--- src/sv/cubemap_direction_to_texel_assert.svh ---
// Assertion macros for the cube-map texel addressing block.
// Included by every module of the block that carries concurrent checks.
`ifndef CUBEMAP_DIRECTION_TO_TEXEL_ASSERT_SVH
`define CUBEMAP_DIRECTION_TO_TEXEL_ASSERT_SVH
`ifndef SYNTHESIS
// Same-cycle implication.
`define CDT_ASSERT_IMPLIES(lbl, clk, rst, ante, cons, msg) \
   lbl: assert property (@(posedge clk) disable iff (rst) (ante) |-> (cons)) \
      else $error(msg);
// Next-cycle implication.
`define CDT_ASSERT_NEXT(lbl, clk, rst, ante, cons, msg) \
   lbl: assert property (@(posedge clk) disable iff (rst) (ante) |=> (cons)) \
      else $error(msg);
`else
`define CDT_ASSERT_IMPLIES(lbl, clk, rst, ante, cons, msg)
`define CDT_ASSERT_NEXT(lbl, clk, rst, ante, cons, msg)
`endif
`endif

--- src/sv/cdt_pkg.sv ---
// Shared types and constants of the cube-map texel addressing block.
// No dependencies; used by every module of the block.
package cdt_pkg;

   localparam int COORD_BITS_DEF = 16;
   localparam int SIZE_W         = 12;
   localparam int QUO_W          = SIZE_W;
   localparam int IDX_W          = 24;
   localparam int COLOUR_W       = 8;
   localparam int FACE_W         = 3;
   localparam int RSP_DATA_W     = ((FACE_W + 2 * SIZE_W + IDX_W + 3 * COLOUR_W + 7) / 8) * 8;

   localparam logic [SIZE_W-1:0] FACE_SIZE_RESET = 12'd1024;

   typedef enum logic [FACE_W-1:0] {
      FACE_XP = 3'd0,
      FACE_XN = 3'd1,
      FACE_YP = 3'd2,
      FACE_YN = 3'd3,
      FACE_ZP = 3'd4,
      FACE_ZN = 3'd5
   } face_type;

   // Fields that ride alongside the arithmetic through every stage.
   typedef struct packed {
      face_type            face;
      logic                zero;
      logic [COLOUR_W-1:0] red;
      logic [COLOUR_W-1:0] green;
      logic [COLOUR_W-1:0] blue;
   } side_type;

endpackage

--- src/sv/cdt_back.sv ---
// Back end: clamp of the quotients, linear index and the output register.
// Depends on cdt_pkg.
module cdt_back import cdt_pkg::*; (
   input  logic                clock,
   input  logic                reset,
   input  logic [SIZE_W-1:0]   face_size,
   input  logic                in_valid,
   output logic                in_ready,
   input  side_type            in_side,
   input  logic [QUO_W-1:0]    in_quo_col,
   input  logic [QUO_W-1:0]    in_quo_row,
   output logic                out_valid,
   input  logic                out_ready,
   output side_type            out_side,
   output logic [SIZE_W-1:0]   out_column,
   output logic [SIZE_W-1:0]   out_row,
   output logic [IDX_W-1:0]    out_index
);

   logic                rdy_c, rdy_d, load_c, load_d, blank;
   logic                vc_ff, vc_in, vd_ff, vd_in;
   side_type            side_c_ff, side_d_ff;
   logic [SIZE_W-1:0]   col_c_ff, col_c_in, row_c_ff, row_c_in;
   logic [SIZE_W-1:0]   col_d_ff, row_d_ff;
   logic [IDX_W-1:0]    idx_d_ff, idx_d_in;

   assign rdy_d    = !vd_ff || out_ready;
   assign rdy_c    = !vc_ff || rdy_d;
   assign in_ready = rdy_c;
   assign load_c   = rdy_c && in_valid;
   assign load_d   = rdy_d && vc_ff;

   // zero vector and zero face size give the origin
   assign blank = in_side.zero || (face_size == '0);

   always_comb begin
      vc_in = rdy_c ? in_valid : vc_ff;
      vd_in = rdy_d ? vc_ff : vd_ff;
      // minor equal to major lands one past the edge: pull it back
      if (blank) begin
         col_c_in = '0;
      end else if (in_quo_col >= face_size) begin
         col_c_in = face_size - 1'b1;
      end else begin
         col_c_in = in_quo_col;
      end
      if (blank) begin
         row_c_in = '0;
      end else if (in_quo_row >= face_size) begin
         row_c_in = face_size - 1'b1;
      end else begin
         row_c_in = in_quo_row;
      end
      idx_d_in = {{(IDX_W - SIZE_W){1'b0}}, row_c_ff} * {{(IDX_W - SIZE_W){1'b0}}, face_size}
               + {{(IDX_W - SIZE_W){1'b0}}, col_c_ff};
   end

   always_ff @(posedge clock) begin
      if (reset) begin
         vc_ff <= 1'b0;
         vd_ff <= 1'b0;
      end else begin
         vc_ff <= vc_in;
         vd_ff <= vd_in;
      end
   end

   always_ff @(posedge clock) begin
      if (load_c) begin
         side_c_ff <= in_side;
         col_c_ff  <= col_c_in;
         row_c_ff  <= row_c_in;
      end
      if (load_d) begin
         side_d_ff <= side_c_ff;
         col_d_ff  <= col_c_ff;
         row_d_ff  <= row_c_ff;
         idx_d_ff  <= idx_d_in;
      end
   end

   assign out_valid  = vd_ff;
   assign out_side   = side_d_ff;
   assign out_column = col_d_ff;
   assign out_row    = row_d_ff;
   assign out_index  = idx_d_ff;

endmodule

--- config.mk ---
export PLATFORM = sky130hd
export DESIGN_NAME = cdt_back
export DESIGN_NICKNAME = d
export VERILOG_FILES = /design/src/sv/cubemap_direction_to_texel_assert.svh /design/src/sv/cdt_pkg.sv /design/src/sv/cdt_back.sv
export SDC_FILE = /design/constraint.sdc
export NUM_CORES = 1
export LEC_CHECK = 0
export BUFFER_PORTS_ARGS = -buffer_cell sky130_fd_sc_hd__clkbuf_2
export CAP_MARGIN = 5
export CELL_PAD_IN_SITES_DETAIL_PLACEMENT = 0
export CELL_PAD_IN_SITES_GLOBAL_PLACEMENT = 1
export CORE_MARGIN = 2
export CORE_UTILIZATION = 47
export DETAILED_ROUTE_END_ITERATION = 8
export PLACE_DENSITY = 0.93
export SYNTH_ARGS = -nofsm -noshare
export SYNTH_HDL_FRONTEND = slang
export SYNTH_SLANG_ARGS = --single-unit
export TNS_END_PERCENT = 1
--- constraint.sdc ---
create_clock -name clock -period 5.7 [get_ports clock]
set_input_delay 0 -clock clock [delete_from_list [all_inputs] [get_ports clock]]
set_output_delay 0 -clock clock [all_outputs]
set_load 0.005 [all_outputs]
Yosys cells after proc, flatten, opt, wreduce, memory -nomap -nowiden
Index checks and enable logic that the tools add are counted.
- memories kept: 0
- output and inout bits: 78
- register bits after elaboration: 130
- memory bits (read-only): 0
- word-level logic and storage cells: 32
- bits of input ports: 68
- RAM bits: 0
- latch bits: 0
- bitwise logic cells: 0
- reduce and logical (&&, ||, !) cells: 8
- div/mod/pow operators: 0
- magnitude comparators: 2
- eq/ne operators: 0
- multipliers: 1
- mux-type cells: 2
- shifts and indexed selects: 0
- $add $sub $neg: 2
- operators by type and width (operator ; number):
    24-bit by 12-bit adder with 24-bit output ; 1
    12-bit greater-or-equal comparator ; 2
    12-bit by 12-bit multiplier with 24-bit output ; 1
    12-bit two-way mux ; 2
    12-bit logical NOT ; 1
    12-bit by 1-bit subtractor with 12-bit output, second input constant ; 1
    1-bit logical OR ; 3
    1-bit logical AND ; 2
    1-bit logical NOT ; 2

Logic depth before layout (Yosys ltp)
Gate-level depths: netlist (run 1).
- depth in word-level cells: 4
- depth in mapped cells: 21

Least setup slack after synthesis (run 1)
No wires, ideal clock.
- path type: reg-to-reg
- start point: reg row_c_ff[11]
- end point: reg idx_d_ff[20] (netlist: out_index[20]), data pin
- setup time: 259 ps
- buffers on the path: 1
- arrival: 4961 ps
- stages on the path, launching flop included: 19
- data required time: 5441 ps
- setup slack: 480 ps
- period minus slack after synthesis: 5220 ps
- cell sequence: edfxtp_1 -> clkbuf_1 -> and2_1 -> fa_1 -> inv_1 -> fa_1 -> inv_1 -> fa_1 -> fa_1 -> inv_1 -> fa_1 -> inv_1 -> ha_1 -> a21o_1 -> a21oi_1 -> nor2_1 -> or3b_1 -> nor4b_1 -> a211o_1
- cells in the longest elaborated chain, start to end: 2
- RTL lines (what ; RTL line ; RTL):
    start: declaration ; cdt_back.sv:23 ; logic [SIZE_W-1:0] col_c_ff, col_c_in, row_c_ff, row_c_in;
    start signal: assignment ; cdt_back.sv:72 ; row_c_ff <= row_c_in;
    12-bit by 12-bit multiplier with 24-bit output ; cdt_back.sv:54 ; idx_d_in = {{(IDX_W - SIZE_W){1'b0}}, row_c_ff} * {{(IDX_W - SIZE_W){1'b0}}, face_size}
    24-bit by 12-bit adder with 24-bit output ; cdt_back.sv:55 ; + {{(IDX_W - SIZE_W){1'b0}}, col_c_ff};
    via idx_d_in[20] ; cdt_back.sv:25 ; logic [IDX_W-1:0] idx_d_ff, idx_d_in;
    end signal: assignment ; cdt_back.sv:78 ; idx_d_ff <= idx_d_in;
    end: declaration ; cdt_back.sv:25 ;
The timed path passes the listed nets, and every way through them passes these cells.
A chain may end at the register's enable or synchronous reset.

Worst setup path after layout (run 1)
- start point: reg row_c_ff[6]
- end point: reg idx_d_ff[19] (netlist: out_index[19]), data pin
The elaborated chain is that of the path after synthesis.

==> results.json, run 1 <==
{
  "fin_crit_sh": 0.9585,
  "maxCapViolCount": 0,
  "core_area_mm2": 0.02176,
  "holdPathStages": 3,
  "wl_per_cell_um": 17.85,
  "power_density_mw_per_mm2": 474.9,
  "syn_avg_cell_area_um2": 10.94,
  "area_growth_pct": 21.14,
  "post_drt_via_cell_ratio": 5.215,
  "gr-usage-all-layers": 0.2293,
  "synth_cell_types": 49,
  "ys_seq_elements": 130,
  "cp_slowest_stage_delay_ns": 0.53,
  "finalHoldViolCount": 0,
  "grt_pass1_vias": 8108,
  "top_layer_used": "met4",
  "vias": 7510,
  "clockBufferDepth": 2,
  "min_to": "col_c_ff[0]",
  "synthTopCellsByArea": "edfxtp_1, fa_1, ha_1",
  "hold_slack_ns": 0.01530,
  "rows": 54,
  "drt-met1-wl_um": 11000,
  "clock_sinks": 130,
  "gp_congestion": 0.9018,
  "first_iter_violations": 622,
  "grt_first_pass_wirelength_um": 41940,
  "startpoint_type": "flip-flop",
  "sw_frac_of_total": 0.4228,
  "max_freq_mhz": 183.0,
  "slowest_stage": "fa_1",
  "clk_pin_slew_worst_paths_ns": 0.07,
  "routed-wl-met2_um": 12510,
  "irDropWorstVdd_v": 0.0004154,
  "r2r_slack_ns": 0.24,
  "layout.nets": 1420,
  "synthFlopType": "edfxtp_1",
  "seqPwrFrac": 0.234,
  "drc_errors": 0,
  "initial_utilization": 0.4780,
  "port_buffers": 145,
  "top_level_ports": 146,
  "cts_tree": "done",
  "gr-total-overflow": 0,
  "synth_fp_nets": 1224,
  "path_cells": "and2_1 -> fa_1 -> inv_1 -> fa_1 -> inv_1 -> fa_1 -> fa_1 -> inv_1 -> fa_1 -> inv_1 -> ha_1 -> a21oi_1 -> nand2_1 -> a221o_1 -> a211oi_4 -> o21ai_0 -> xor2_1",
  "die_w_um": 152.8,
  "fin_skew_ns": 0.01227,
  "dieArea_mm2": 0.02333,
  "drive_gt1_frac": 0.1767,
  "r2r-end": "out_index[19]",
  "cp_max_fo": 6,
  "cts_root_buf": "clkbuf_16",
  "crit_required_ns": 5.87,
  "clkPwrFrac": 0.197,
  "end_kind": "flip-flop",
  "internal_power_w": 0.003453,
  "yosys-top-cells-count": "inv_1, edfxtp_1, nand2_1",
  "reg2regPathDepth": 17,
  "synth.largest_area_cell": "edfxtp_1",
  "place_hpwl_um": 18330,
  "leakage_nw": 5.992,
  "min_path_type": "primary input to flip-flop",
  "numCtsBuffers": 17,
  "wl_met3_um": 1395,
  "syn-cell-area_mm2": 0.01040,
  "yosysWarningCount": 0,
  "diodes": 0,
  "finalPower_w": 0.005983,
  "die_h_um": 152.8,
  "power.switching_w": 0.002529,
  "yosysMostFrequentCell": "inv_1",
  "clk_latency_ns": 0.43,
  "syn_inst": 951,
  "htreeDepth": 4,
  "slew_headroom": 0.1755,
  "final-setup-viol-count": 0,
  "netlist.area_leader.share": 0.3696,
  "worstHoldStart": "in_quo_col[0]",
  "grt_max_degree": 64,
  "antenna_found_initial": 0,
  "slew_viol_final": 0,
  "timing.rr.start": "row_c_ff[6]",
  "period_needed_ns": 5.464,
  "ant_nets": 0,
  "utilization": 0.5791,
  "worst_pin_slew_ns": 1.237,
  "wirelength_um": 25700,
  "outcome": "finished clean",
  "dpl_cell_area_mm2": 0.01145,
  "worstSetupPathType": "flip-flop to flip-flop",
  "crit_arrival_ns": 5.63,
  "cp_common_cell": "fa_1",
  "dr.pass1.iters": 5,
  "comb_power_share": 0.569,
  "synthArstFlopShare": 0,
  "yosysSeqAreaShare": 0.3734,
  "final_cell_area_mm2": 0.01260,
  "synth-edff-count": 128
}
-- power groups by stage --
stage | clock, W | combinational (W) | sequential (W)
detailed placement | 0 | 0.00332 | 0.00142
global placement | 0 | 0.00326 | 0.00142
floorplan | 0 | 0.00252 | 0.00141
global route | 0.00123 | 0.00388 | 0.00141
CTS | 0.00118 | 0.00338 | 0.00140
finish | 0.00118 | 0.00341 | 0.00140
-- worst max-delay path by stage --
| stage | start | to | slack, ns | cells past startpoint |
|---|---|---|---|---|
| global route | row_c_ff[6] | out_index[23] | -0.01 | 17 |
| detailed placement | row_c_ff[6] | out_index[23] | 0.20 | 17 |
| global placement | row_c_ff[6] | out_index[23] | 0.28 | 17 |
| CTS | row_c_ff[6] | out_index[23] | 0.16 | 17 |
| floorplan | row_c_ff[11] | out_index[20] | 0.48 | 18 |
| finish | row_c_ff[6] | out_index[19] | 0.24 | 17 |
-- timing repair --
action,in CTS,in global routing
endpoints found under the setup margin,0,3
buffers inserted,0,2
gates resized for setup,0,1
hold buffers,51,0
hold endpoints to repair,49,0
-- metal layers --
metal	vias up	track usage
li1	3471	-
met1	3720	0.2972
met2	260	0.3816
met3	59	0.04522
met4	0	0.09039
met5	-	0
-- worst max-delay path, delay by kind of cell (launching register included) --
| family | cells | cell delay, ns |
|---|---|---|
| adder cells (fa/ha/maj) | 6 | 2.88 |
| AO/OA/AOI/OAI | 4 | 1.13 |
| buffers and inverters | 4 | 0.21 |
| AND/OR/NAND/NOR | 2 | 0.30 |
| flip-flops | 1 | 0.51 |
| XOR/XNOR | 1 | 0.16 |
-- per-stage QoR --
step                std cells   TNS, ns  setup WS (ns)
floorplan                 951         0         0.4802
detailed placement       1355         0         0.2030
CTS                      1438         0         0.1575
global route             1440  -0.02589       -0.01439
finish                   1440         0         0.2365
global placement         1355         0         0.2844
-- layout by cell type, fill, tap and decap left out, drive strengths merged, types with 2 or more instances in the layout --
cell type,n
o21ai,21
edfxtp,128
buf,18
a31oi,2
inv,199
clkbuf,162
nor3,7
bufinv,2
xor2,5
a41oi,2
a211o,6
nor4,4
o21bai,4
nand2,114
and2,74
dlygate4sd3,51
nor4b,3
and3,3
nand2b,3
nand4,3
dfxtp,2
a21o,13
nand3,11
a211oi,7
or2,2
fa,111
clkinv,2
nor2,23
xnor2,18
ha,94
o211ai,5
mux2i,16
a21oi,30
nor2b,3
-- layout make-up --
| cell class | count | area, um2 |
|---|---|---|
| sequential | 130 | 3884 |
| tap | 280 | 350.3 |
| timing repair buffer | 214 | 1371 |
| inverter | 189 | 709.4 |
| fill | 1770 | 9158 |
| clock inverter | 15 | 186.4 |
| multi-input combinational | 595 | 5672 |
| clock buffer | 17 | 425.4 |
-- flip-flops by register name (all words and copies together) (netlist names) --
name / cells
row_c_ff: 12
side_c_ff: 28
out_valid: 1
out_row: 12
out_index: 24
col_c_ff: 12
out_side: 28
vc_ff: 1
out_column: 12
-- cell families (layout without fill, tap and decap cells) --
logic type / Yosys count / count (layout) / share of synthesized area
adders and majority gates: 205 / 205 / 0.3268
and+or+nand+nor: 253 / 253 / 0.1190
buffers and inverters: 226 / 435 / 0.08277
muxes: 16 / 16 / 0.01540
AOI/OAI and AO/OA: 98 / 98 / 0.06328
xor gates and xnor gates: 23 / 23 / 0.01937
DFF: 130 / 130 / 0.3734
Note: power is estimated with default switching activity, not from simulation.
==> inputs of run 2 (changes only) <==
--- a/config.mk
+++ b/config.mk
@@ -10,9 +10,9 @@
 export CELL_PAD_IN_SITES_DETAIL_PLACEMENT = 0
 export CELL_PAD_IN_SITES_GLOBAL_PLACEMENT = 1
 export CORE_MARGIN = 2
-export CORE_UTILIZATION = 47
+export CORE_UTILIZATION = 50
 export DETAILED_ROUTE_END_ITERATION = 8
-export PLACE_DENSITY = 0.93
+export PLACE_DENSITY = 0.95
 export SYNTH_ARGS = -nofsm -noshare
 export SYNTH_HDL_FRONTEND = slang
 export SYNTH_SLANG_ARGS = --single-unit
==> constraint.sdc (replaced) <==
create_clock -name clock -period 6.98 [get_ports clock]
set_input_delay 0 -clock clock [delete_from_list [all_inputs] [get_ports clock]]
set_output_delay 0 -clock clock [all_outputs]
set_load 0.005 [all_outputs]
==> results.json, run 2 (same netlist as run 1, synthesis figures left out) <==
{
  "htreeDepth": 4,
  "period_needed_ns": 5.567,
  "min_path_type": "primary input to flip-flop",
  "layout_common_cells": "inv_1, clkbuf_2, edfxtp_1, nand2_1, fa_1",
  "place_hpwl_um": 17080,
  "initial_utilization": 0.5123,
  "seqPwrFrac": 0.243,
  "rows": 52,
  "die_w_um": 148.2,
  "drive_gt1_frac": 0.1656,
  "drc_errors": 0,
  "fin_crit_sh": 0.7975,
  "die_h_um": 148.2,
  "cts_resized": 0,
  "grt_first_pass_wirelength_um": 40520,
  "numCtsBuffers": 17,
  "max_freq_mhz": 179.6,
  "setup-tns-final_ns": 0,
  "slew_headroom": 0.3421,
  "filler_cell_count": 1623,
  "clock_sinks": 130,
  "diodes": 0,
  "cts_tree": "done",
  "layout.nets": 1407,
  "irDropWorstVdd_v": 0.0003369,
  "maxCapViolCount": 0,
  "leakage_nw": 5.901,
  "vias": 7539,
  "gr-total-overflow": 0,
  "timing.rr.start": "row_c_ff[6]",
  "wl_per_cell_um": 17.36,
  "cts_root_buf": "clkbuf_16",
  "slew_viol_final": 0,
  "wirelength_um": 24590,
  "power.switching_w": 0.002020,
  "top_level_ports": 146,
  "comb_power_share": 0.570,
  "dieArea_mm2": 0.02197,
  "clk_pin_slew_worst_paths_ns": 0.06,
  "pre_cts_ws_ns": 1.453,
  "crit_arrival_ns": 5.74,
  "area_growth_pct": 19.80,
  "worstSetupPathType": "flip-flop to flip-flop",
  "final_common_cell": "inv_1",
  "crit_required_ns": 7.15,
  "register_area_mm2": 0.003884,
  "worst_pin_slew_ns": 0.9868,
  "clkPwrFrac": 0.187,
  "clockBufferDepth": 2,
  "rsz0062_at_grt": "false",
  "outcome": "finished clean",
  "ant_nets": 0,
  "final-setup-viol-count": 0,
  "fin_skew_ns": 0.01284,
  "internal_power_w": 0.002722,
  "first_iter_violations": 565,
  "worstHoldStart": "in_quo_row[11]",
  "antenna_found_initial": 0,
  "power_density_mw_per_mm2": 380.6,
  "end_kind": "flip-flop",
  "sw_frac_of_total": 0.4259,
  "grt_pass1_vias": 8070,
  "startpoint": "row_c_ff[6]",
  "post_drt_via_cell_ratio": 5.320,
  "finalHoldViolCount": 0,
  "clk_latency_ns": 0.43,
  "gr-usage-all-layers": 0.2390,
  "multiInputGateArea_mm2": 0.005664,
  "dr.pass1.iters": 5,
  "port_buffers": 145,
  "core_area_mm2": 0.02030,
  "gp_congestion": 0.8496,
  "setup_slack_ns": 1.413,
  "utilization": 0.6138,
  "grt_max_degree": 64,
  "cp_max_fo": 13,
  "startpoint_type": "flip-flop"
}
run 2: cell types whose count changed in the layout (fill, tap and decap cells not counted), sizes merged:
cell | previous run | this run
buf | 18 | 3
bufinv | 2 | 0
clkinv | 2 | 4
clkinvlp | 1 | 3
dlygate4sd3 | 51 | 53
inv | 199 | 197
run 2: stage by stage:
stage	power, W	std cells	hold slack [ns]	area [um2]
2_1_floorplan	0.003208	951	0.07238	10400
6_report	0.004742	1417	0.02804	12460
5_1_grt	0.005180	1417	0.03322	12460
3_5_place_dp	0.003807	1332	0.1786	11340
4_1_cts	0.004747	1417	0.0002446	12460
3_3_place_gp	0.003763	1332	0.1777	11340
run 2: power by group through the flow:
| stage | clock (W) | sequential [W] | combinational [W] |
|---|---|---|---|
| after floorplan | 0 | 0.00115 | 0.00206 |
| after global placement | 0 | 0.00117 | 0.00260 |
| after detailed placement | 0 | 0.00117 | 0.00264 |
| after CTS | 0.000896 | 0.00115 | 0.00270 |
| after global routing | 0.000924 | 0.00116 | 0.00309 |
| final | 0.000887 | 0.00115 | 0.00270 |
run 2: worst paths after layout:
check | endpoint | slack [ns] | cells after the start
max | out_index[19] | 1.41 | 17
min | row_c_ff[11] | 0.03 | 4
max reg2reg | out_index[19] | 1.41 | 17
min reg2reg | out_side[6] | 0.42 | 0
run 2: cell type report:
type / instances / area share
Sequential cell: 130 / 0.3117
Tap cell: 270 / 0.02711
Multi-Input combinational cell: 595 / 0.4546
Timing Repair Buffer: 201 / 0.1026
Clock inverter: 15 / 0.01285
Clock buffer: 17 / 0.03414
Inverter: 189 / 0.05694
run 2: layer usage:
layer | routed length [um] | global-route usage | share of wire | up-vias
met3 | 1650 | 0.04479 | 0.067 | 81
met2 | 12490 | 0.4160 | 0.51 | 308
li1 | - | - | - | 3440
met5 | 0 | 0 | 0 | -
met4 | 944 | 0.1010 | 0.038 | 0
met1 | 9506 | 0.2929 | 0.39 | 3710
run 2: repair_timing:
item,CTS,global route
endpoints found under the hold margin,51,0
setup buffers,0,0
hold buffers,53,0
run 2: critical path, stage by stage, from the launching register on:
cell	delay [ns]
edfxtp_1	0.57
and2_1	0.24
fa_1	0.53
inv_1	0.05
fa_1	0.50
inv_1	0.06
fa_1	0.47
fa_1	0.49
inv_1	0.05
fa_1	0.52
inv_1	0.04
ha_1	0.36
a21oi_1	0.15
nand2_1	0.08
a221o_1	0.43
a211oi_2	0.43
o21ai_0	0.17
xor2_1	0.16
