### config.mk
export PLATFORM = sky130hd
export DESIGN_NAME = cdt_front
export DESIGN_NICKNAME = d
export VERILOG_FILES = /design/src/sv/cdt_pkg.sv /design/src/sv/cdt_front.sv
export VERILOG_INCLUDE_DIRS = /design/src /design/src/sv
export SDC_FILE = /design/constraint.sdc
export NUM_CORES = 1
export LEC_CHECK = 0
export BUFFER_PORTS_ARGS = -buffer_cell sky130_fd_sc_hd__buf_2
export CAP_MARGIN = 15
export CORE_MARGIN = 5
export CORE_UTILIZATION = 55
export DETAILED_ROUTE_END_ITERATION = 7
export PLACE_DENSITY = 0.79
export SLEW_MARGIN = 30
export SYNTH_ARGS = -nofsm -noshare
export SYNTH_HDL_FRONTEND = slang
export SYNTH_SLANG_ARGS = --single-unit
### constraint.sdc
create_clock -name clock -period 14.6 [get_ports clock]
set_clock_uncertainty 0.2 [all_clocks]
set_input_delay 2.92 -clock clock [delete_from_list [all_inputs] [get_ports clock]]
set_output_delay 2.92 -clock clock [all_outputs]
set_load 0.01 [all_outputs]
### src/sv/cubemap_direction_to_texel_assert.svh
// Assertion macros for the cube-map texel addressing block.
// Included by every module of the block that carries concurrent checks.
`ifndef CUBEMAP_DIRECTION_TO_TEXEL_ASSERT_SVH
`define CUBEMAP_DIRECTION_TO_TEXEL_ASSERT_SVH
`ifndef SYNTHESIS
// Same-cycle implication.
`define CDT_ASSERT_IMPLIES(lbl, clk, rst, ante, cons, msg) \
   lbl: assert property (@(posedge clk) disable iff (rst) (ante) |-> (cons)) \
      else $error(msg);
// Next-cycle implication.
`define CDT_ASSERT_NEXT(lbl, clk, rst, ante, cons, msg) \
   lbl: assert property (@(posedge clk) disable iff (rst) (ante) |=> (cons)) \
      else $error(msg);
`else
`define CDT_ASSERT_IMPLIES(lbl, clk, rst, ante, cons, msg)
`define CDT_ASSERT_NEXT(lbl, clk, rst, ante, cons, msg)
`endif
`endif

### src/sv/cdt_pkg.sv
// Shared types and constants of the cube-map texel addressing block.
// No dependencies; used by every module of the block.
package cdt_pkg;

   localparam int COORD_BITS_DEF = 16;
   localparam int SIZE_W         = 12;
   localparam int QUO_W          = SIZE_W;
   localparam int IDX_W          = 24;
   localparam int COLOUR_W       = 8;
   localparam int FACE_W         = 3;
   localparam int RSP_DATA_W     = ((FACE_W + 2 * SIZE_W + IDX_W + 3 * COLOUR_W + 7) / 8) * 8;

   localparam logic [SIZE_W-1:0] FACE_SIZE_RESET = 12'd1024;

   typedef enum logic [FACE_W-1:0] {
      FACE_XP = 3'd0,
      FACE_XN = 3'd1,
      FACE_YP = 3'd2,
      FACE_YN = 3'd3,
      FACE_ZP = 3'd4,
      FACE_ZN = 3'd5
   } face_type;

   // Fields that ride alongside the arithmetic through every stage.
   typedef struct packed {
      face_type            face;
      logic                zero;
      logic [COLOUR_W-1:0] red;
      logic [COLOUR_W-1:0] green;
      logic [COLOUR_W-1:0] blue;
   } side_type;

endpackage

### src/sv/cdt_front.sv
// Front end: face selection and projection, then the two numerator products.
// Depends on cdt_pkg and the assertion macro header.
`include "cubemap_direction_to_texel_assert.svh"
module cdt_front import cdt_pkg::*; #(
   parameter int COORD_BITS = COORD_BITS_DEF,
   localparam int NW        = COORD_BITS + 1 + SIZE_W
) (
   input  logic                  clock,
   input  logic                  reset,
   input  logic [SIZE_W-1:0]     face_size,
   input  logic                  in_valid,
   output logic                  in_ready,
   input  logic [COORD_BITS-1:0] dir_x,
   input  logic [COORD_BITS-1:0] dir_y,
   input  logic [COORD_BITS-1:0] dir_z,
   input  logic [COLOUR_W-1:0]   red,
   input  logic [COLOUR_W-1:0]   green,
   input  logic [COLOUR_W-1:0]   blue,
   output logic                  out_valid,
   input  logic                  out_ready,
   output side_type              out_side,
   output logic [COORD_BITS:0]   out_div,
   output logic [NW-1:0]         out_num_col,
   output logic [NW-1:0]         out_num_row
);

   logic [COORD_BITS-1:0] ax, ay, az, a_sel;
   logic [COORD_BITS:0]   xe, ye, ze, u_sel, v_sel;
   logic                  x_win, y_win;
   side_type              side_sel;

   logic                  va_ff, va_in, vb_ff, vb_in;
   logic                  rdy_a, rdy_b, load_a, load_b;
   side_type              side_a_ff, side_a_in, side_b_ff, side_b_in;
   logic [COORD_BITS-1:0] a_ff, a_in;
   logic [COORD_BITS:0]   su_ff, su_in, sv_ff, sv_in, div_ff, div_in;
   logic [NW-1:0]         ncol_ff, ncol_in, nrow_ff, nrow_in;

   assign ax = dir_x[COORD_BITS-1] ? (~dir_x + 1'b1) : dir_x;
   assign ay = dir_y[COORD_BITS-1] ? (~dir_y + 1'b1) : dir_y;
   assign az = dir_z[COORD_BITS-1] ? (~dir_z + 1'b1) : dir_z;
   assign xe = {dir_x[COORD_BITS-1], dir_x};
   assign ye = {dir_y[COORD_BITS-1], dir_y};
   assign ze = {dir_z[COORD_BITS-1], dir_z};

   // x must be strictly largest; y wins ties with x but not with z
   assign x_win = (ax > ay) && (ax > az);
   assign y_win = (ay >= ax) && (ay > az);

   always_comb begin
      side_sel       = '0;
      side_sel.zero  = (ax == '0) && (ay == '0) && (az == '0);
      side_sel.red   = red;
      side_sel.green = green;
      side_sel.blue  = blue;
      if (x_win) begin
         side_sel.face = dir_x[COORD_BITS-1] ? FACE_XN : FACE_XP;
         a_sel         = ax;
         u_sel         = dir_x[COORD_BITS-1] ? ye : -ye;
         v_sel         = ze;
      end else if (y_win) begin
         side_sel.face = dir_y[COORD_BITS-1] ? FACE_YN : FACE_YP;
         a_sel         = ay;
         u_sel         = dir_y[COORD_BITS-1] ? -xe : xe;
         v_sel         = ze;
      end else begin
         side_sel.face = dir_z[COORD_BITS-1] ? FACE_ZN : FACE_ZP;
         a_sel         = az;
         u_sel         = xe;
         v_sel         = dir_z[COORD_BITS-1] ? ye : -ye;
      end
   end

   // bubbles collapse: a stage takes a request when empty or when it drains
   assign rdy_b    = !vb_ff || out_ready;
   assign rdy_a    = !va_ff || rdy_b;
   assign in_ready = rdy_a;
   assign load_a   = rdy_a && in_valid;
   assign load_b   = rdy_b && va_ff;

   always_comb begin
      va_in     = rdy_a ? in_valid : va_ff;
      vb_in     = rdy_b ? va_ff : vb_ff;
      side_a_in = side_sel;
      a_in      = a_sel;
      // n + a lies in [0, 2a], so the wrap of the narrow add is harmless
      su_in     = u_sel + {1'b0, a_sel};
      sv_in     = v_sel + {1'b0, a_sel};
      side_b_in = side_a_ff;
      div_in    = {a_ff, 1'b0};
      ncol_in   = {{SIZE_W{1'b0}}, su_ff} * {{(COORD_BITS + 1){1'b0}}, face_size};
      nrow_in   = {{SIZE_W{1'b0}}, sv_ff} * {{(COORD_BITS + 1){1'b0}}, face_size};
   end

   always_ff @(posedge clock) begin
      if (reset) begin
         va_ff <= 1'b0;
         vb_ff <= 1'b0;
      end else begin
         va_ff <= va_in;
         vb_ff <= vb_in;
      end
   end

   always_ff @(posedge clock) begin
      if (load_a) begin
         side_a_ff <= side_a_in;
         a_ff      <= a_in;
         su_ff     <= su_in;
         sv_ff     <= sv_in;
      end
      if (load_b) begin
         side_b_ff <= side_b_in;
         div_ff    <= div_in;
         ncol_ff   <= ncol_in;
         nrow_ff   <= nrow_in;
      end
   end

   assign out_valid   = vb_ff;
   assign out_side    = side_b_ff;
   assign out_div     = div_ff;
   assign out_num_col = ncol_ff;
   assign out_num_row = nrow_ff;

   `CDT_ASSERT_IMPLIES(a_front_sum_bound, clock, reset,
      va_ff, (su_ff <= {a_ff, 1'b0}) && (sv_ff <= {a_ff, 1'b0}),
      "projected coordinate outside [0, 2a]")
   `CDT_ASSERT_NEXT(a_front_take, clock, reset,
      in_valid && in_ready, va_ff,
      "accepted request lost at the first stage")

endmodule

# == Word-level counts from Yosys, hierarchy flattened ==
# Index checks and enable logic that the tools add are counted.
# word_totals
inputBits,88
word_cells,64
ff_bits,182
output_inout_bits,105
# classes
order_cmp,4
mux,17
reduce_logical,13
n_addsub,7
multipliers,2
bitwise_logic,3
# ops
op,n
$mux 17,7
$mux 16,5
$mul 17x12->29,2
$add 16x1->16 const B,3
$gt 16x16->1,3
$logic_not 16->1,3
$not 16->16,3
$add 17x16->17,2
$neg 17->17,2
$ge 16x16->1,1
$logic_and 1x1->1,6
$mux 3,2
$mux 1,3
$logic_not 1->1,2
$logic_or 1x1->1,2

# == Longest topological paths before layout ==
# Gate-level depths: netlist (run 1).
# logic_depth
word_depth,8
depth_mapped,33

# == Worst setup path after synthesis (run 1) ==
# OpenSTA, ideal clock, no wires.
# synth_timing
path_kind,input to register
startpoint,input dir_y[3]
endpoint,register su_ff[16] (data pin)
stages,30
required_time_ns,14.142
slack_ns,5.152
t_arrival_ns,8.990
setup_time_ns,0.258
path_cell_list,clkbuf_1 > or3_1 > nor4_1 > nand2_1 > nand2_1 > xor2_1 > inv_1 > ha_1 > nand4_1 > or2_2 > or3_1 > inv_1 > and4_1 > a21oi_4 > nand2_4 > buf_4 > mux2i_1 > o21ai_0 > ha_1 > inv_1 > fa_1 > nor2b_1 > o21ai_0 > a21boi_0 > o211ai_1 > a21oi_1 > a2111oi_0 > o41ai_1 > a31oi_1 > xnor2_1
# synth_between
elab_chain_cells,8
# synth_rtl
element,line,text
start: declaration,cdt_front.sv:14,"input logic [COORD_BITS-1:0] dir_y,"
$not 16->16,cdt_front.sv:40,assign ay = dir_y[COORD_BITS-1] ? (~dir_y + 1'b1) : dir_y;
$add 16x1->16,cdt_front.sv:40,
$mux 16 (*),cdt_front.sv:40,
$ge 16x16->1 / $gt 16x16->1 (equally long branches),cdt_front.sv:48,assign y_win = (ay >= ax) && (ay > az);
$logic_and 1x1->1,cdt_front.sv:48,
$mux 16,cdt_front.sv:61,end else if (y_win) begin
$mux 16 (*),cdt_front.sv:56,if (x_win) begin
via a_in[0],cdt_front.sv:35,"logic [COORD_BITS-1:0] a_ff, a_in;"
$add 17x16->17 (*),cdt_front.sv:87,"su_in = u_sel + {1'b0, a_sel};"
via su_in[16],cdt_front.sv:36,"logic [COORD_BITS:0] su_ff, su_in, sv_ff, sv_in, div_ff, div_in;"
end signal: assignment,cdt_front.sv:109,su_ff <= su_in;
end: declaration,cdt_front.sv:36,
# Mark *: on every way through the listed nets, which the timed path passes. The rest lies on a longest branch.
# A chain may end at the register's enable or synchronous reset.

# == Worst setup path after layout (run 1) ==
# layout_timing
startpoint,input dir_x[0]
endpoint,register su_ff[16] (data pin)
# layout_between
elab_chain_cells,8
# layout_rtl
element,line,text
start: declaration,cdt_front.sv:13,"input logic [COORD_BITS-1:0] dir_x,"
$not 16->16,cdt_front.sv:39,assign ax = dir_x[COORD_BITS-1] ? (~dir_x + 1'b1) : dir_x;
$add 16x1->16,cdt_front.sv:39,
$mux 16 (*),cdt_front.sv:39,
$ge 16x16->1,cdt_front.sv:48,
$logic_and 1x1->1,cdt_front.sv:48,
$mux 16,cdt_front.sv:61,
$mux 16 (*),cdt_front.sv:56,
via a_in[0],cdt_front.sv:35,
$add 17x16->17 (*),cdt_front.sv:87,
via su_in[16],cdt_front.sv:36,
# Marked as above.

==> results.yml, run 1 <==
synth:
  synth-async-reset-ratio_pct: 0
  synth_compound_gate_area_share_pct: 8.17
  main_combinational_cell_family_by_area_after_synthesis: "adder cells"
  number_of_enable_type_register_cells_in_the_synthesized_netlist: 180
  syn-mean-instance-area_um2: 9.52
  synth.mux.area_fraction_pct: 1.56
  synth-seq-area-share_pct: 23.1
  postSynthNetCount: 3083
  ys_ff_latch: 182
  post_synth_fa_ha_maj_area_fraction_pct: 37.1
  syn_inst: 2479
  synth.yosys.warnings: 0
  parity_gate_share_of_the_synthesized_area_counting_xor_and_xnor_cells_pct: 5.49
  post_synth_num_cell_types: 81
  dominantRegCellSynth: "sky130_fd_sc_hd__edfxtp_1"
  synth.cell_area_um2: 23600
  basic_gate_share_of_the_synthesized_area_counting_and_or_nand_and_nor_cells_pct: 15.9
critical_path:
  cp_capture_point: "su_ff[16]$_DFFE_PP_"
  data_required_time_of_the_worst_path_ns: 14.63
  worstReg2RegStart: "su_ff[6]$_DFFE_PP_"
  ff2ff_setup_slack_ns: 7.79
  rr_worst_depth: 18
  r2r-end: "out_num_col[28]$_DFFE_PP_"
  critPathLaunch: "dir_x[0]"
  cp_max_fo: 39
  critPathArrivalTime_ns: 10.75
  cp-start-kind: "input port"
  critical_path.most_common_cell: "sky130_fd_sc_hd__nand2_1"
  cp_slowest_stage_delay_ns: 0.74
  crit_type: "input port to flip-flop"
  cp_slowest_cell: "sky130_fd_sc_hd__o211a_2"
  end_kind: "flip-flop"
clocking:
  clock_sink_count: 182
  ctsResizeCount: 0
  source_to_sink_clock_delay_at_the_later_pin_of_the_worst_skew_pair_ns: 0.47
  cts_hold_buffers: 0
  htree_depth: 4
  cts_inserted_buffers: 17
  clk_pin_slew_worst_paths_ns: 0.08
  tritoncts: "done"
  cts_root_buffer: "sky130_fd_sc_hd__clkbuf_16"
  post_cts.repair.setup_buffers: 0
  clk_path_buf_depth: 2
place:
  gp_routability_congestion: 0.981
  io_buffers: 191
  dpl.hpwl_um: 46600
timing:
  setup_tns_final_ns: 0
  maxSlewHeadroom_pct: 40.0
  maxSlewViolCount: 0
  rsz_0062_raised_after_global_routing: "false"
  tightest_slew_ns: 0.890
  final.hold.worst_slack_ns: 0.218
  report.final.setup_viol: 0
  min_period_ns: 10.73
  final_min_period_over_clock_period_pct: 73.5
  finalHoldViolations: 0
  maxClockFrequency_mhz: 93.2
global_routing:
  gr-usage-all-layers_pct: 25.8
  largest_net_degree_at_the_start_of_global_routing: 76
  globalRouteMet3Util_pct: 4.04
  grt_overflow: 0
  number_of_global_route_vias_before_repair: 19000
  grt_use_met1_pct: 33.6
  grt_antenna_before_repair: 2
  grt_first_pass_wirelength_um: 97700
  gr-usage-met2_pct: 44.5
  global_route.peak_usage_layer: "met2"
floorplanning:
  die_height_um: 217
  die_width_um: 217
  num_io_pins: 193
  die_area_um2: 47100
  core_um2: 42200
  num_rows: 75
  floorplan.initialDensity_pct: 55.9
finish:
  num_antenna_cells: 0
  post_layout_nets: 3191
  area_growth_pct: 7.69
  final_layout_size_suffix_gt1_share_pct: 10.8
  postLayoutCoreUtil_pct: 60.2
detailed_routing:
  drtIter0Drc: 1224
  average_vias_per_placed_instance: 5.70
  ant_nets: 0
  route.detailed.drc: 0
  avgRoutedWirePerCell_um: 18.8
  via_count: 17900
  aggregate_routed_wire_length_um: 59000
  drtPass1Iterations: 6
run_status:
  status: "completed"
job:
  number_of_maximum_capacitance_constraint_violations: 0
min_path:
  timing.hold.worst.class: "flip-flop to flip-flop"
stage by stage:
step / setup slack (ns) / area [µm²] / std cells
finish: 3.87 / 25400 / 3139
CTS: 4.04 / 25400 / 3139
floorplan: 5.15 / 23600 / 2479
detailed placement: 3.51 / 24800 / 3107
global route: 3.43 / 25400 / 3139
global placement: 3.64 / 24800 / 3107
how the worst min path moves through the flow:
stage	end	cells after the start	from	slack [ns]
after floorplan	out_div[10]$_DFFE_PP_	0	a_ff[9]$_DFFE_PP_	0.20
after global placement	out_side[8]$_DFFE_PP_	0	side_a_ff[8]$_DFFE_PP_	0.20
after detailed placement	out_side[3]$_DFFE_PP_	0	side_a_ff[3]$_DFFE_PP_	0.20
after CTS	out_side[3]$_DFFE_PP_	0	side_a_ff[3]$_DFFE_PP_	0.22
after global routing	out_side[3]$_DFFE_PP_	0	side_a_ff[3]$_DFFE_PP_	0.22
final	out_side[3]$_DFFE_PP_	0	side_a_ff[3]$_DFFE_PP_	0.22
logic make-up (layout without fill, tap and decap cells):
family	Yosys count	after routing
and+or+nand+nor	788	788
buffers and inverters	529	650
adders and majority gates	518	518
AOI/OAI and AO/OA	278	278
DFF	182	182
xor gates and xnor gates	148	148
muxes	35	35
other	1	1
state kept, by name, indices dropped and copies added (netlist names):
register	flops
a_ff	16
side_a_ff	28
out_num_col	29
out_div	16
va_ff	1
sv_ff	17
out_side	28
out_num_row	29
su_ff	17
out_valid	1
synthesized netlist by cell type, drive strengths merged (5+ instances only):
master / instances / area share (%)
a2111oi: 6 / 0.22
a211o: 6 / 0.22
a211oi: 5 / 0.20
a21o: 33 / 1.0
a21oi: 92 / 2.2
a31oi: 11 / 0.29
and2: 131 / 3.5
and3: 10 / 0.27
buf: 19 / 0.61
clkbuf: 89 / 1.4
edfxtp: 180 / 23
fa: 302 / 26
ha: 214 / 11
inv: 421 / 6.7
mux2: 14 / 0.67
mux2i: 21 / 0.89
nand2: 363 / 5.8
nand2b: 15 / 0.40
nand3: 27 / 0.59
nand4: 28 / 0.74
nor2: 96 / 1.5
nor2b: 19 / 0.51
nor3: 46 / 1.0
nor4: 11 / 0.29
o211ai: 8 / 0.28
o21a: 12 / 0.38
o21ai: 48 / 1.0
o21bai: 6 / 0.19
o311ai: 6 / 0.30
o31a: 5 / 0.19
o31ai: 11 / 0.37
or2: 7 / 0.19
or3: 16 / 0.42
or4: 5 / 0.17
xnor2: 95 / 3.5
xor2: 53 / 2.0
metal layers:
layer	wire, µm	share of wire (%)	vias up
li1	-	-	8226
met5	13	0.022	-
met4	1720	2.9	2
met3	4100	6.9	133
met2	29600	50	740
met1	23600	40	8793
worst max-delay path: cells and delay by family:
family / cells / cell delay, ns
XOR/XNOR: 2 / 0.47
adder cells (fa/ha/maj): 4 / 1.19
AND/OR/NAND/NOR: 10 / 2.21
buffers and inverters: 4 / 0.80
AO/OA/AOI/OAI: 10 / 3.14
area by class of cell:
class,instances,area (µm²)
flip-flops and latches,182,5450
clock buffers,18,429
clock inverters,14,174
repair buffers,197,1000
well taps,539,674
multi-input cells,1768,16100
inverters,421,1580
fillers,3501,16800
layout by cell type (no fill, tap or decap), drive strengths merged, types with 7 or more instances in the layout:
master	instances
nand3	27
xor2	53
nor3	46
xnor2	95
inv	429
nand2	363
fa	302
o21ai	48
nor2	96
edfxtp	180
or2	7
and3	10
nor4	11
a31oi	11
o31ai	11
clkbuf	18
buf	197
nor2b	19
a21o	33
mux2	14
o211ai	8
or3	16
nand4	28
o21a	12
mux2i	21
and2	131
ha	214
a21oi	92
nand2b	15
Power of run 1 is left out: the tool's default activity adds up to more than one toggle a clock period on the data nets, which glitch-free logic cannot reach.
==> inputs of run 2 (changes only) <==
Settings changed: PLACE_DENSITY 0.79 to 0.82.
Clock period 14.6 ns to 9.7 ns, I/O delays scaled along.
==> run 2 against run 1 <==
  * Core utilization rose by 0.55 points
  * Sequential share of layout area fell by 0.19 points
  * Non-clock buffer count rose by 24
  * Count of clock-buffer cells in the layout fell by 1
  * Routed wire length rose by 3.8%
  * Critical endpoint unchanged
==> results.yml, run 2 (synthesis gave the netlist of run 1 again) <==
run_status:
  status: "completed"
timing:
  rsz_0062_raised_after_global_routing: "false"
  maxSlewViolCount: 0
  min_period_ns: 9.18
  maxSlewHeadroom_pct: 31.2
  finalHoldViolations: 0
  report.final.setup_viol: 0
  maxClockFrequency_mhz: 109
  final_min_period_over_clock_period_pct: 94.7
  tightest_slew_ns: 1.02
  setup_tns_final_ns: 0
critical_path:
  ff2ff_setup_slack_ns: 2.84
  rr_worst_depth: 18
  worstReg2RegStart: "su_ff[5]$_DFFE_PP_"
  cp_slowest_stage_delay_ns: 0.80
  critPathLaunch: "dir_x[0]"
  cp_slowest_cell: "sky130_fd_sc_hd__a2111oi_0"
  cp_max_fo: 24
  cp-start-kind: "input port"
  critPathArrivalTime_ns: 9.23
  r2r-end: "out_num_col[28]$_DFFE_PP_"
  critical-path-top-delay-family: "compound AO/OA/AOI/OAI gates"
  data_required_time_of_the_worst_path_ns: 9.74
  crit_type: "input port to flip-flop"
  cp_capture_point: "su_ff[16]$_DFFE_PP_"
  crit_buf_inv: 3
  end_kind: "flip-flop"
  count_of_cell_instances_traversed_by_the_critical_path: 28
place:
  io_buffers: 191
  postPlaceCellArea_um2: 25000
  gp_routability_congestion: 0.950
  dpl.hpwl_um: 47900
  place_inst: 3130
clocking:
  ctsResizeCount: 0
  clk_pin_slew_worst_paths_ns: 0.09
  clk_path_buf_depth: 2
  tritoncts: "done"
  cts_inserted_buffers: 17
  htree_depth: 4
  post_cts.repair.setup_buffers: 0
  clock_sink_count: 182
  cts_root_buffer: "sky130_fd_sc_hd__clkbuf_16"
  source_to_sink_clock_delay_at_the_later_pin_of_the_worst_skew_pair_ns: 0.49
  cts_hold_buffers: 0
detailed_routing:
  aggregate_routed_wire_length_um: 61300
  met2_wirelength_um: 30400
  average_vias_per_placed_instance: 5.76
  drtIter0Drc: 1305
  met3_wirelength_um: 4830
  met1Wirelength_um: 23800
  ant_nets: 0
  dr.max_layer_used: "met4"
  avgRoutedWirePerCell_um: 19.4
  drtPass1Iterations: 5
  route.detailed.drc: 0
  via_count: 18200
global_routing:
  number_of_global_route_vias_before_repair: 18900
  gr-usage-all-layers_pct: 26.6
  grt_overflow: 0
  grt_antenna_before_repair: 2
  grt_first_pass_wirelength_um: 98600
  largest_net_degree_at_the_start_of_global_routing: 74
floorplanning:
  num_io_pins: 193
  core_um2: 42200
  die_height_um: 217
  floorplan.initialDensity_pct: 55.9
  num_rows: 75
  die_area_um2: 47100
  die_width_um: 217
finish:
  final_cell_count_no_fill: 3165
  leading_cell_types_in_the_layout_fill_and_taps_excluded: "421 x sky130_fd_sc_hd__inv_1, 362 x sky130_fd_sc_hd__nand2_1, 302 x sky130_fd_sc_hd__fa_1"
  postLayoutCoreUtil_pct: 60.7
  area_growth_pct: 8.67
  final_layout_size_suffix_gt1_share_pct: 11.7
  mostFrequentLayoutCell: "sky130_fd_sc_hd__inv_1"
  post-route-cell-area_um2: 25600
  post_layout_nets: 3215
job:
  number_of_maximum_capacitance_constraint_violations: 0
min_path:
  timing.hold.worst.class: "flip-flop to flip-flop"
[run 2: how the worst min path moves through the flow]
stage | start | endpoint | slack [ns] | depth (start not counted)
finish | a_ff[1]$_DFFE_PP_ | out_div[2]$_DFFE_PP_ | 0.22 | 0
global route | side_a_ff[0]$_DFFE_PP_ | out_side[0]$_DFFE_PP_ | 0.23 | 0
CTS | a_ff[1]$_DFFE_PP_ | out_div[2]$_DFFE_PP_ | 0.22 | 0
detailed placement | side_a_ff[0]$_DFFE_PP_ | out_side[0]$_DFFE_PP_ | 0.21 | 0
global placement | side_a_ff[13]$_DFFE_PP_ | out_side[13]$_DFFE_PP_ | 0.20 | 0
floorplan | a_ff[9]$_DFFE_PP_ | out_div[10]$_DFFE_PP_ | 0.20 | 0
[run 2: area by class of cell]
| type | instances | area, µm² |
|---|---|---|
| Antenna cell | 2 | 5.00 |
| Clock buffer | 17 | 425 |
| Clock inverter | 15 | 209 |
| Fill cell | 3467 | 16600 |
| Inverter | 421 | 1580 |
| Multi-Input combinational cell | 1768 | 16100 |
| Sequential cell | 182 | 5450 |
| Tap cell | 539 | 674 |
| Timing Repair Buffer | 221 | 1200 |
[run 2: routing by layer]
layer	vias up	track usage [%]
met5	-	0
met4	0	10.6
met3	159	6.27
met2	780	45.0
met1	9026	33.1
li1	8279	-
[run 2: metrics by stage]
| stage | hold slack, ns | setup WS, ns |
|---|---|---|
| after floorplan | 0.200 | 1.23 |
| after global placement | 0.200 | 0.324 |
| after CTS | 0.216 | 0.666 |
| after detailed placement | 0.206 | 0.157 |
| after global routing | 0.233 | 0.0249 |
| final | 0.216 | 0.516 |
Power of run 2 is left out for the same reason.
==> inputs of run 3 (changes only) <==
Settings changed: RECOVER_POWER set to 25, REMOVE_ABC_BUFFERS set to 1.
==> run 3 against run 2 <==
  * The run now ends with capacitance limit, slew limit left
  * Cell count is 0.32% higher
  * Design area is 0.23% higher
  * Flip-flop and latch count stayed put
  * Global-route usage is 0.092 points lower
  * Count of clock-buffer cells in the layout stayed put
  * Via count is 0.99% lower
  * Sequential share of layout area hardly changed
  * Worst hold slack better by 0.0023 ns
  * Setup slack better by 0.061 ns
==> results.yml, run 3 (synthesis gave the netlist of run 1 again) <==
detailed_routing:
  aggregate_routed_wire_length_um: 61000
  average_vias_per_placed_instance: 5.69
  ant_nets: 0
  drtIter0Drc: 1236
  via_count: 18100
  route.detailed.drc: 0
  drtPass1Iterations: 6
  avgRoutedWirePerCell_um: 19.2
clocking:
  clock_sink_count: 182
  htree_depth: 4
  cts_inserted_buffers: 17
  ctsResizeCount: 0
  clk_path_buf_depth: 2
  post_cts.repair.setup_buffers: 0
  tritoncts: "done"
  cts_hold_buffers: 0
  cts_root_buffer: "sky130_fd_sc_hd__clkbuf_16"
  source_to_sink_clock_delay_at_the_later_pin_of_the_worst_skew_pair_ns: 0.47
  clk_pin_slew_worst_paths_ns: 0.08
floorplanning:
  num_rows: 75
  die_area_um2: 47100
  floorplan.initialDensity_pct: 55.9
  die_height_um: 217
  die_width_um: 217
  num_io_pins: 193
  core_um2: 42200
timing:
  maxSlewHeadroom_pct: -79.2
  setup_tns_final_ns: 0
  maxClockFrequency_mhz: 110
  report.final.setup_viol: 0
  maxSlewViolCount: 108
  rsz_0062_raised_after_global_routing: "false"
  final_min_period_over_clock_period_pct: 94.1
  min_period_ns: 9.12
  finalHoldViolations: 0
  tightest_slew_ns: 2.69
finish:
  final_layout_size_suffix_gt1_share_pct: 11.9
  leading_cell_types_in_the_layout_fill_and_taps_excluded: "421 x sky130_fd_sc_hd__inv_1, 362 x sky130_fd_sc_hd__nand2_1, 302 x sky130_fd_sc_hd__fa_1"
  post_layout_nets: 3227
  area_growth_pct: 8.93
  fillerInstances: 3412
  sequential_cell_area_um2: 5450
  combined_area_of_the_multi_input_logic_cells_um2: 16100
  num_antenna_cells: 0
  mostFrequentLayoutCell: "sky130_fd_sc_hd__inv_1"
critical_path:
  critPathArrivalTime_ns: 9.15
  worstReg2RegStart: "su_ff[8]$_DFFE_PP_"
  critical_path.most_common_cell: "sky130_fd_sc_hd__ha_1"
  cp_slowest_cell: "sky130_fd_sc_hd__o41ai_1"
  rr_worst_depth: 18
  cp-start-kind: "input port"
  ff2ff_setup_slack_ns: 2.89
  cp_max_fo: 7
  r2r-end: "out_num_col[28]$_DFFE_PP_"
  end_kind: "flip-flop"
  cp_slowest_stage_delay_ns: 0.66
  crit_type: "input port to flip-flop"
  data_required_time_of_the_worst_path_ns: 9.72
min_path:
  timing.hold.worst.start: "side_a_ff[19]$_DFFE_PP_"
  whs_endpoint: "out_side[19]$_DFFE_PP_"
  timing.hold.worst.class: "flip-flop to flip-flop"
  min_delay_path_depth: 0
global_routing:
  grt_antenna_before_repair: 0
  grt_overflow: 0
  grt_first_pass_wirelength_um: 99400
  gr-usage-all-layers_pct: 26.5
  number_of_global_route_vias_before_repair: 19500
  largest_net_degree_at_the_start_of_global_routing: 61
place:
  gp_routability_congestion: 0.969
  dpl.hpwl_um: 49000
  io_buffers: 191
job:
  number_of_maximum_capacitance_constraint_violations: 3
run_status:
  status: "finished, violations left"
  violations_in_the_final_reports: "capacitance limit, slew limit"
## run 3: cell count changes in the layout (fill, tap and decap cells not counted), sizes merged
cell,before,now
diode,2,0
clkbuf,17,19
clkinvlp,0,2
buf,221,231
inv,429,425
clkinv,7,9
## run 3: how the worst max path moves through the flow
stage	from	to	slack, ns	cells after the start
floorplan	dir_x[0]	su_ff[16]$_DFFE_PP_	0.55	25
global placement	dir_x[3]	su_ff[16]$_DFFE_PP_	0.42	32
detailed placement	dir_x[3]	su_ff[16]$_DFFE_PP_	0.22	32
CTS	dir_x[3]	su_ff[16]$_DFFE_PP_	0.74	32
global route	dir_x[3]	su_ff[16]$_DFFE_PP_	0.31	32
finish	dir_x[3]	su_ff[16]$_DFFE_PP_	0.58	32
## run 3: layout make-up
cell class / instances / area share (%)
repair buffers: 233 / 4.97
inverters: 421 / 6.15
flip-flops and latches: 182 / 21.2
well taps: 539 / 2.62
clock inverters: 15 / 0.769
multi-input cells: 1768 / 62.6
clock buffers: 17 / 1.65
## run 3: worst max-delay path: cells and delay by family
kind	cells	cell delay (ns)
compound gates	11	2.57
xor+xnor	1	0.16
buf+inv	5	0.62
fa+ha+maj	4	1.18
mux	1	0.16
simple gates	10	2.49
## run 3: per-stage QoR
step           area, µm²  utilization, %  worst slack [ns]  hold slack (ns)  std cells
2_1_floorplan      23100               -             0.546            0.200       2371
3_3_place_gp       25100            59.4             0.418            0.200       3143
3_5_place_dp       25100            59.4             0.224            0.205       3143
4_1_cts            25700            60.9             0.736            0.222       3175
5_1_grt            25700            60.9             0.310            0.223       3175
6_report           25700            60.9             0.577            0.219       3175
## run 3: per-layer routing
metal | global-route usage [%] | routed length (µm)
met1 | 32.5 | 23900
met2 | 47.4 | 31200
met3 | 4.46 | 4070
met4 | 9.12 | 1830
met5 | 0 | 0
Power of run 3 is left out for the same reason.
